## src/hdl/bcpof_pkg.sv

```systemverilog
`timescale 1ns / 1ps
// ----------------------------------------------------------------------------
// Color pair offset features: shared package
// Request codes, register indexes, field widths and reset values.
// ----------------------------------------------------------------------------
package bcpof_pkg;

  // Request codes carried in req_type.
  typedef enum logic [1:0] {
    REQ_CLEAR = 2'd0,
    REQ_PIXEL = 2'd1,
    REQ_QUERY = 2'd2,
    REQ_NOP   = 2'd3
  } req_type_t;

  // Field widths of the request and response channels.
  localparam int REQ_TYPE_W = 2;
  localparam int PIXEL_W    = 8;
  localparam int COLOR_W    = 7;
  localparam int OFFSET_W   = 5;

  // Configuration port.
  localparam int CFG_INDEX_W = 1;
  localparam int CFG_DATA_W  = 8;
  localparam logic [CFG_INDEX_W-1:0] REG_BLOCK_HEIGHT = 1'd0;
  localparam logic [CFG_INDEX_W-1:0] REG_BLOCK_WIDTH  = 1'd1;
  localparam logic [CFG_DATA_W-1:0]  BLOCK_HEIGHT_RESET = 8'd15;
  localparam logic [CFG_DATA_W-1:0]  BLOCK_WIDTH_RESET  = 8'd10;

  // Dividend and divisor width of the grid divider; covers screens up to
  // 512 pixels and block sizes up to 512.
  localparam int DIV_W = 10;

endpackage

```

## src/hdl/bcpof_grid_div.sv

```systemverilog
`timescale 1ns / 1ps
// ----------------------------------------------------------------------------
// Color pair offset features: grid divider
// Four lanes of repeated subtraction, one step per cycle, giving block
// coordinates and grid sizes from pixel positions and block sizes.
// ----------------------------------------------------------------------------
module bcpof_grid_div import bcpof_pkg::*; #(
  parameter int QW = 4
) (
  input  logic             clk,
  input  logic             rst,
  input  logic             start,
  input  logic [DIV_W-1:0] dividend [4],
  input  logic [DIV_W-1:0] divisor  [4],
  output logic [QW-1:0]    quot     [4],
  output logic             done
);

  logic             busy;
  logic [DIV_W-1:0] rem [4];
  logic [DIV_W-1:0] dsr [4];
  logic [3:0]       lane_fin;

  // A lane is finished once its remainder drops below the divisor.
  always_comb begin
    for (int i = 0; i < 4; i++) begin
      lane_fin[i] = rem[i] < dsr[i];
    end
  end

  assign done = busy && (&lane_fin);

  // Control: busy from start until all lanes are finished.
  always_ff @(posedge clk) begin
    if (rst) begin
      busy <= 1'b0;
    end else if (start) begin
      busy <= 1'b1;
    end else if (done) begin
      busy <= 1'b0;
    end
  end

  // Datapath: load on start, then subtract once per cycle where possible.
  always_ff @(posedge clk) begin
    for (int i = 0; i < 4; i++) begin
      if (start) begin
        rem[i]  <= dividend[i];
        dsr[i]  <= divisor[i];
        quot[i] <= '0;
      end else if (busy && !lane_fin[i]) begin
        rem[i]  <= rem[i] - dsr[i];
        quot[i] <= quot[i] + QW'(1);
      end
    end
  end

endmodule

```

## config.mk

```make
export PLATFORM = sky130hd
export DESIGN_NAME = bcpof_grid_div
export DESIGN_NICKNAME = d
export VERILOG_FILES = /design/src/hdl/bcpof_pkg.sv /design/src/hdl/bcpof_grid_div.sv
export SDC_FILE = /design/constraint.sdc
export NUM_CORES = 1
export LEC_CHECK = 0
export ABC_AREA = 1
export BUFFER_PORTS_ARGS = -buffer_cell sky130_fd_sc_hd__buf_2
export CAP_MARGIN = 10
export CORE_MARGIN = 4
export CORE_UTILIZATION = 39
export DETAILED_ROUTE_END_ITERATION = 8
export GPL_ROUTABILITY_DRIVEN = 0
export GPL_TIMING_DRIVEN = 0
export SLEW_MARGIN = 20
export SYNTH_ARGS = -nofsm -noshare
export SYNTH_HDL_FRONTEND = slang
export SYNTH_SLANG_ARGS = --single-unit
```

## constraint.sdc

```tcl
create_clock -name clk -period 2.5 [get_ports clk]
set_clock_uncertainty 0.05 [all_clocks]
set_input_delay 0.25 -clock clk [delete_from_list [all_inputs] [get_ports clk]]
set_output_delay 0.25 -clock clk [all_outputs]
set_load 0.02 [all_outputs]
```

==> impl_metrics.yaml, run 1 <==
critical_path:
  rr_worst_depth: 8
  path_delay_family: "adder cells"
  path_cells: "inv_1, ha_1, inv_1, fa_2, nand3_2, nand3_4, nor2_1, nand2_1, nor2_2, buf_4"
  crit_arrival_ns: 2.10
  worst-path-max-fanout: 3
  crit_path_end_kind: "primary output"
  crit_path_frequent_cell: "inv_1"
  start_kind: "flop"
  worstSetupPathType: "flop to primary output"
  slowest_stage: "fa_2"
  slowest_delay_ns: 0.40
  rrSetupSlack_ns: 0.31
  r2r_end: "rem[3][6]"
  r2r-start: "rem[3][0]"
  required_ns: 2.20
  cp_num_buf_inv: 3
layout:
  design_area_sq_mm: 0.00699
  fillerInstances: 1425
  area_growth_pct: 18.3
  layout-drive-gt1-share_pct: 24.3
  fin_cells: 942
  layout.nets: 884
  diodes: 0
synth:
  yosysWarningCount: 0
  synth.ff_latch_count: 97
  synth.top_cell.area_share_pct: 40.7
  ys_seq_area_share_pct: 46.4
  synth_area_sq_mm: 0.00591
  synth-edff-count: 80
  syn-mean-instance-area_sq_um: 9.23
  post-synth-top-count-cell: "nand2_1"
  netlist_instances: 640
  yosys.area.top_type: "edfxtp_1"
  synth_area_leaders: "edfxtp_1, nand2_1, ha_1, dfxtp_1, inv_1"
  syn_nets: 771
  synthFlopType: "edfxtp_1"
  synth_cell_types: 32
  synth_common_cells: "nand2_1, edfxtp_1, inv_1, ha_1, nand3_1"
  synthArstFlopShare_pct: 0
sta:
  rsz0062_at_grt: "true"
  finalSetupTns_ns: 0
  maxSlewHeadroom_pct: 61.0
  finalSetupViolations: 0
  slew_violations: 0
  hold_violations: 0
  max_freq_mhz: 418
  fin_crit_ns: 2.40
  tightest_slew_ns: 0.585
  fin_crit_sh_pct: 95.8
worst_hold_path:
  hold_path.class: "input port to flop"
  whs_path_depth: 1
  hold_path.startpoint: "divisor[35]"
  whs_endpoint: "dsr[0][5]"
clock_tree:
  cts_max_path_buffers: 2
  insertion_delay_ns: 0.34
  cts_sinks: 97
  root_buffer: "clkbuf_16"
  htreeDepth: 3
  numCtsBuffers: 9
  tritoncts: "built"
  clk_pin_slew_ns: 0.06
detailed_routing:
  viasPerCell: 4.74
  ant_nets: 0
  drc_errors: 0
  wl_per_cell_um: 13.3
  vias: 4465
  drt_iter0_drc: 226
  first_pass_iters: 4
  wirelength_um: 12500
placement:
  io_buffer_count: 99
  placed_cells: 923
  dp_hpwl_um: 9290
  placed_area_sq_mm: 0.00663
global_routing:
  grt_max_degree: 42
  antenna_found_initial: 0
  grt_usage_pct: 15.2
  grt_overflow: 0
  grt_pass1_wl_um: 20600
  grt_pass1_vias: 4504
die:
  die_y_um: 131
  core-area_sq_mm: 0.0147
  die-area_sq_mm: 0.0172
  ios: 100
  fp.dieW_um: 131
  start_util_pct: 40.2
  rows: 44
power:
  p_leak_uw: 0.00337
  vdd_drop_max_uv: 281
  power_density_mw_per_mm2: 656
status:
  status: "completed"
run:
  max_cap_viol_count: 0
## how the worst max path moves through the flow
stage                         start         to  slack [ns]  cells past startpoint
final                     rem[1][0]       done        0.10                     10
after global routing          start  rem[0][3]       -0.05                      5
after CTS                 rem[1][0]       done       0.004                     10
after detailed placement      start  rem[2][5]       -0.65                      5
after global placement        start  rem[3][5]       -0.62                      5
after floorplan           rem[1][0]       done        0.53                      9
## registers in the layout, summed over array words and instances (netlist names)
name  flops
quot     16
rem      40
busy      1
dsr      40
## report_power, final
part / total [uW] / switching [uW] / internal [uW] / leakage (uW)
combinational: 1320 / 799 / 525 / 0.00232
clock: 1280 / 577 / 706 / 0.000125
sequential: 1980 / 56.3 / 1920 / 0.000927
## timing repair
action | 4_1_cts | 5_1_grt
buffers inserted | 0 | 2
hold buffers | 1 | 0
endpoints found under the setup margin | 41 | 41
pin swaps | 0 | 1
endpoints found under the hold margin | 1 | 0
resized for setup | 5 | 11
## cells by family (layout without fill, tap and decap cells)
family,count (synthesis),after routing,synth area share (%)
buf+inv,95,213,6.97
flops,97,97,46.4
simple gates,277,277,21.3
compound gates,91,91,9.85
xor+xnor,32,32,4.74
fa+ha+maj,48,48,10.7
## worst register-to-register path: cells and delay by family, from the launching register on
kind / cells / cell delay (ns)
buffers and inverters: 2 / 0.14
adders and majority gates: 2 / 0.53
DFF: 1 / 0.36
and+or+nand+nor: 4 / 0.73
## per-stage QoR
stage	util, %	worst slack (ns)	total power [uW]	hold WS, ns
2_1_floorplan	-	0.527	2990	0.269
3_3_place_gp	45.1	-0.621	3280	0.360
3_5_place_dp	45.1	-0.652	3300	0.358
4_1_cts	47.1	0.00415	4620	0.00828
5_1_grt	47.5	-0.0470	4900	0.0145
6_report	47.5	0.105	4590	0.0260
## metal layers
layer  GRT usage [%]  part of all wire (%)  vias to the layer above
met1            19.2                    46                     2031
met4            5.99                   1.1                        0
met3            3.36                   5.2                        7
met2            25.3                    48                       82
li1                -                     -                     2345
met5               0                     0                        -
## placed cells by master (no fill, tap or decap), drive strengths merged, types with 5 or more instances in the layout
master    n
dfxtp    17
buf     107
inv      83
ha       44
clkinv    5
xor2     16
xnor2    16
edfxtp   80
nor2     43
nand2   178
o21ai    52
a21oi    29
nand3    42
clkbuf   17
## cell type report
class                           count  area [sq um]  area share (%)
Tap cell                          184           230            3.30
Inverter                           88           340            4.87
Sequential cell                    97          2740            39.3
Multi-Input combinational cell    448          2820            40.3
Buffer                              7          71.3            1.02
Timing Repair Buffer              102           526            7.52
Clock buffer                       16           262            3.74
Note: power is estimated with default switching activity, not from simulation.
==> run 2, diff against run 1 <==
--- a/config.mk
+++ b/config.mk
@@ -13,6 +13,7 @@
 export DETAILED_ROUTE_END_ITERATION = 8
 export GPL_ROUTABILITY_DRIVEN = 0
 export GPL_TIMING_DRIVEN = 0
+export REMOVE_ABC_BUFFERS = 1
 export SLEW_MARGIN = 20
 export SYNTH_ARGS = -nofsm -noshare
 export SYNTH_HDL_FRONTEND = slang
==> impl_metrics.yaml, run 2 (synthesis gave the netlist of run 1 again) <==
global_routing:
  antenna_found_initial: 0
  grt_usage_pct: 14.5
  grt_pass1_vias: 4301
  grt_overflow: 0
  grt_max_degree: 30
  grt_pass1_wl_um: 19600
layout:
  area_growth_pct: 20.1
  diodes: 0
  fillerInstances: 1397
  most-common-layout-cells: "nand2_1, buf_2, edfxtp_1"
  layout_commonest_cell: "nand2_1"
  layout-drive-gt1-share_pct: 26.6
  layout.nets: 879
  fin_util_pct: 48.2
  reg_top3: "dsr (40), rem (40), quot (16)"
sta:
  finalSetupTns_ns: 0
  max_freq_mhz: 417
  finalSetupViolations: 0
  tightest_slew_ns: 0.656
  hold_violations: 0
  maxSlewHeadroom_pct: 56.2
  fin_crit_sh_pct: 95.9
  fin_ws_ns: 0.103
  slew_violations: 0
  fin_crit_ns: 2.40
clock_tree:
  cts_sinks: 97
  cts_max_path_buffers: 2
  htreeDepth: 3
  tritoncts: "built"
  insertion_delay_ns: 0.35
  numCtsBuffers: 9
  ctsHoldBuffers: 0
  clk_pin_slew_ns: 0.07
  root_buffer: "clkbuf_16"
power:
  vdd_drop_max_uv: 318
  p_leak_uw: 0.00339
  power_density_mw_per_mm2: 685
worst_hold_path:
  hold_path.class: "input port to flop"
critical_path:
  crit_path_end_kind: "primary output"
  crit_arrival_ns: 2.10
  start_kind: "flop"
  rrSetupSlack_ns: 0.22
  slowest_delay_ns: 0.37
  path_cells: "inv_1, ha_1, inv_1, fa_2, nand3_1, nand3_2, nor2_2, nand2_1, nor2_2, buf_6"
  worstSetupPathType: "flop to primary output"
  slowest_stage: "fa_2"
  worst-path-max-fanout: 3
  required_ns: 2.20
detailed_routing:
  wl_per_cell_um: 13.1
  drc_errors: 0
  wirelength_um: 12200
  drt_iter0_drc: 198
  viasPerCell: 4.79
  first_pass_iters: 4
  ant_nets: 0
  vias: 4489
die:
  die_y_um: 131
  rows: 44
  start_util_pct: 40.2
  fp.dieW_um: 131
  die-area_sq_mm: 0.0172
  ios: 100
  core-area_sq_mm: 0.0147
run:
  max_cap_viol_count: 0
placement:
  io_buffer_count: 99
  dp_hpwl_um: 9140
  post-place-ws_ns: 0.0718
status:
  status: "completed"
## run 2: timing repair
action,CTS,global route
pin swaps,1,8
resized for setup,5,26
buffers inserted,0,4
endpoints found under the setup margin,1,1
## run 2: cell type report
| cell class | instances | area (sq um) | share of cell area, % |
|---|---|---|---|
| tap | 184 | 230 | 3.25 |
| clock buffer | 15 | 299 | 4.22 |
| sequential | 97 | 2740 | 38.7 |
| multi-input combinational | 448 | 2890 | 40.7 |
| timing repair buffer | 104 | 562 | 7.92 |
| inverter | 88 | 340 | 4.80 |
| clock inverter | 1 | 30.0 | 0.423 |
## run 2: report_power, final
part | leakage (uW) | internal, uW | switching [uW]
clock network | 0.000161 | 920 | 592
logic | 0.00230 | 549 | 806
registers | 0.000927 | 1920 | 67.1
## run 2: stage by stage
step / hold WS (ns) / power, uW / std cells / cell area [sq um]
floorplan: 0.269 / 2970 / 633 / 5840
global placement: 0.376 / 3260 / 916 / 6560
detailed placement: 0.378 / 3290 / 917 / 6590
CTS: 0.00955 / 4840 / 933 / 6940
global route: 0.00848 / 5170 / 937 / 7090
finish: 0.0232 / 4860 / 937 / 7090
## run 2: layer usage
metal	up-vias	part of all wire (%)	global-route usage, %
met4	0	1.7	5.44
li1	2339	-	-
met3	13	4.9	3.16
met5	-	0	0
met1	2050	47	18.9
met2	87	47	23.7
## run 2: worst paths after layout
check	from	end	cells past startpoint
worst max-delay path	rem[0][0]	done	10
worst min-delay path	divisor[10]	dsr[2][0]	1
worst max register to register	rem[3][0]	rem[3][0]	9
worst min register to register	quot[10]	quot[10]	2
## run 2: critical path: cells and delay by family (launching register included)
kind | cells | cell delay [ns]
simple gates | 5 | 0.61
buf+inv | 3 | 0.27
fa+ha+maj | 2 | 0.51
flops | 1 | 0.36
==> run 3, diff against run 2 <==
--- a/config.mk
+++ b/config.mk
@@ -5,7 +5,6 @@
 export SDC_FILE = /design/constraint.sdc
 export NUM_CORES = 1
 export LEC_CHECK = 0
-export ABC_AREA = 1
 export BUFFER_PORTS_ARGS = -buffer_cell sky130_fd_sc_hd__buf_2
 export CAP_MARGIN = 10
 export CORE_MARGIN = 4
==> constraint.sdc (replaced) <==
create_clock -name clk -period 3.1 [get_ports clk]
set_clock_uncertainty 0.05 [all_clocks]
set_input_delay 0.31 -clock clk [delete_from_list [all_inputs] [get_ports clk]]
set_output_delay 0.31 -clock clk [all_outputs]
set_load 0.02 [all_outputs]
==> impl_metrics.yaml, run 3 <==
clock_tree:
  htreeDepth: 3
  clk_pin_slew_ns: 0.07
  cts_sinks: 97
  root_buffer: "clkbuf_16"
  cts_max_path_buffers: 2
  insertion_delay_ns: 0.34
  numCtsBuffers: 9
  ctsHoldBuffers: 0
  tritoncts: "built"
layout:
  layout.nets: 725
  reg_top3: "dsr (40), rem (40), quot (16)"
  diodes: 0
  most-common-layout-cells: "buf_2, edfxtp_1, inv_1"
  ff_latch_area_sq_mm: 0.00274
  multi_input_area_sq_mm: 0.00250
  layout-drive-gt1-share_pct: 25.4
  area_growth_pct: 20.2
  layout_commonest_cell: "buf_2"
  fillerInstances: 1270
synth:
  synth_mux_area_share_pct: 3.53
  ys_seq_area_share_pct: 50.6
  synthArstFlopShare_pct: 0
  synth_common_cells: "edfxtp_1, inv_1, nand2_1, ha_1, a21oi_1"
  yosysWarningCount: 0
  synth.ff_latch_count: 97
  syn-mean-instance-area_sq_um: 11.1
  synth-edff-count: 80
  netlist_instances: 487
  synthXorXnorAreaFrac_pct: 5.82
  yosys.area_share.adder_pct: 11.6
  yosys.area.top_type: "edfxtp_1"
  post-synth-top-count-cell: "edfxtp_1"
  synth.top_cell.area_share_pct: 44.3
  synthFlopType: "edfxtp_1"
  yosys.area_share.simple_pct: 10.0
  synth_area_sq_mm: 0.00542
  synth_area_leaders: "edfxtp_1, ha_1, dfxtp_1, inv_1, xor2_1"
  synth_cell_types: 55
  synth_top_family_by_area: "compound AO/OA/AOI/OAI gates"
  synth_compound_area_share_pct: 14.1
die:
  die_y_um: 126
  rows: 42
  start_util_pct: 40.4
  ios: 100
  core-area_sq_mm: 0.0134
  fp.dieW_um: 126
  die-area_sq_mm: 0.0158
power:
  power_density_mw_per_mm2: 576
  vdd_drop_max_uv: 270
  p_leak_uw: 0.00291
critical_path:
  worst-path-max-fanout: 2
  crit_path_start: "rem[0][0]"
  start_kind: "flop"
  rr_worst_depth: 9
  rrSetupSlack_ns: 0.22
  crit_arrival_ns: 2.83
  required_ns: 2.74
  r2r-start: "rem[2][0]"
  r2r_end: "rem[2][1]"
  crit_path_end_kind: "primary output"
  crit_path_end: "done"
  worstSetupPathType: "flop to primary output"
sta:
  max_freq_mhz: 313
  rsz0062_at_grt: "true"
  finalSetupViolations: 1
  fin_crit_ns: 3.19
  finalSetupTns_ns: -0.0931
  fin_ws_ns: -0.0931
  fin_crit_sh_pct: 103
  slew_violations: 0
  hold_violations: 0
  maxSlewHeadroom_pct: 48.8
  hold_ws_ns: 0.0740
  tightest_slew_ns: 0.769
placement:
  io_buffer_count: 99
  dp_hpwl_um: 8050
detailed_routing:
  wl_met1_um: 5210
  top_layer: "met4"
  wirelength_um: 11400
  wl_per_cell_um: 14.6
  met2WireLength_um: 5300
  vias: 3887
  viasPerCell: 5.02
  drt_iter0_drc: 209
  first_pass_iters: 4
  ant_nets: 0
  drc_errors: 0
  dr_wl_met3_um: 646
global_routing:
  grt_max_degree: 59
  grt_pass1_wl_um: 18200
  grt_overflow: 0
  grt_usage_pct: 14.2
  grt_pass1_vias: 3928
  antenna_found_initial: 0
status:
  violations: "setup timing"
  status: "complete, but fails checks"
run:
  max_cap_viol_count: 0
worst_hold_path:
  hold_path.class: "input port to flop"
[run 3: changes by cell type after synthesis, sizes merged, moves of 5 or more]
cell / previous run / this run
a21oi: 29 / 34
nand3: 42 / 16
clkinv: 5 / 0
a21o: 4 / 10
nand2: 178 / 47
mux2: 0 / 12
nor2b: 0 / 6
nor2: 43 / 23
inv: 83 / 52
or3: 0 / 7
o21ai: 52 / 35
[run 3: worst max-delay path, stage by stage (launching register included)]
cell      delay, ns
edfxtp_1       0.36
inv_1          0.07
ha_2           0.18
inv_2          0.04
fa_2           0.35
a211o_1        0.29
a21o_1         0.21
a211o_1        0.30
or3_4          0.41
nor3_4         0.13
buf_6          0.14
[run 3: through the flow]
step	setup WS, ns	instances	cell area, sq um	util (%)	total power, uW
CTS	-0.162	774	6460	48.2	3770
global placement	-0.0317	755	6090	45.5	2490
finish	-0.0931	775	6520	48.6	3750
detailed placement	-0.0380	755	6100	45.5	2510
floorplan	0.102	480	5380	-	2280
global route	-0.207	775	6520	48.6	3970
[run 3: repair_timing]
action,CTS,global route
endpoints found under the setup margin,3,22
pin swaps,5,3
setup buffers,3,1
resized for setup,5,10
[run 3: how the worst min path moves through the flow]
stage	start	cells past startpoint	endpoint	slack, ns
finish	rst	2	busy	0.07
global route	rst	2	busy	0.06
CTS	rst	2	busy	0.05
detailed placement	rst	2	busy	0.42
global placement	rst	2	busy	0.42
floorplan	rst	1	busy	0.33
[run 3: metal layers]
layer  track usage (%)  vias up
li1                  -     1965
met1              18.1     1814
met2              23.4       92
met3              3.81       16
met4              5.17        0
met5                 0        -
[run 3: where the power goes]
part,internal [uW],switching [uW],leakage (uW)
Sequential,1550,47.9,0.000926
Clock,728,486,0.000159
Combinational,429,511,0.00182
Total,2710,1050,0.00291
[run 3: logic make-up after synthesis]
family,after synthesis
AOI/OAI and AO/OA,115
xor gates and xnor gates,36
adders and majority gates,48
buffers and inverters,59
DFF,97
muxes,15
and+or+nand+nor,117
[run 3: final cells by class]
cell class	count	share of cell area, %
clock inverter	5	1.21
clock buffer	11	3.73
timing repair buffer	103	8.20
tap	176	3.38
sequential	97	42.1
inverter	52	3.00
multi-input combinational	331	38.4
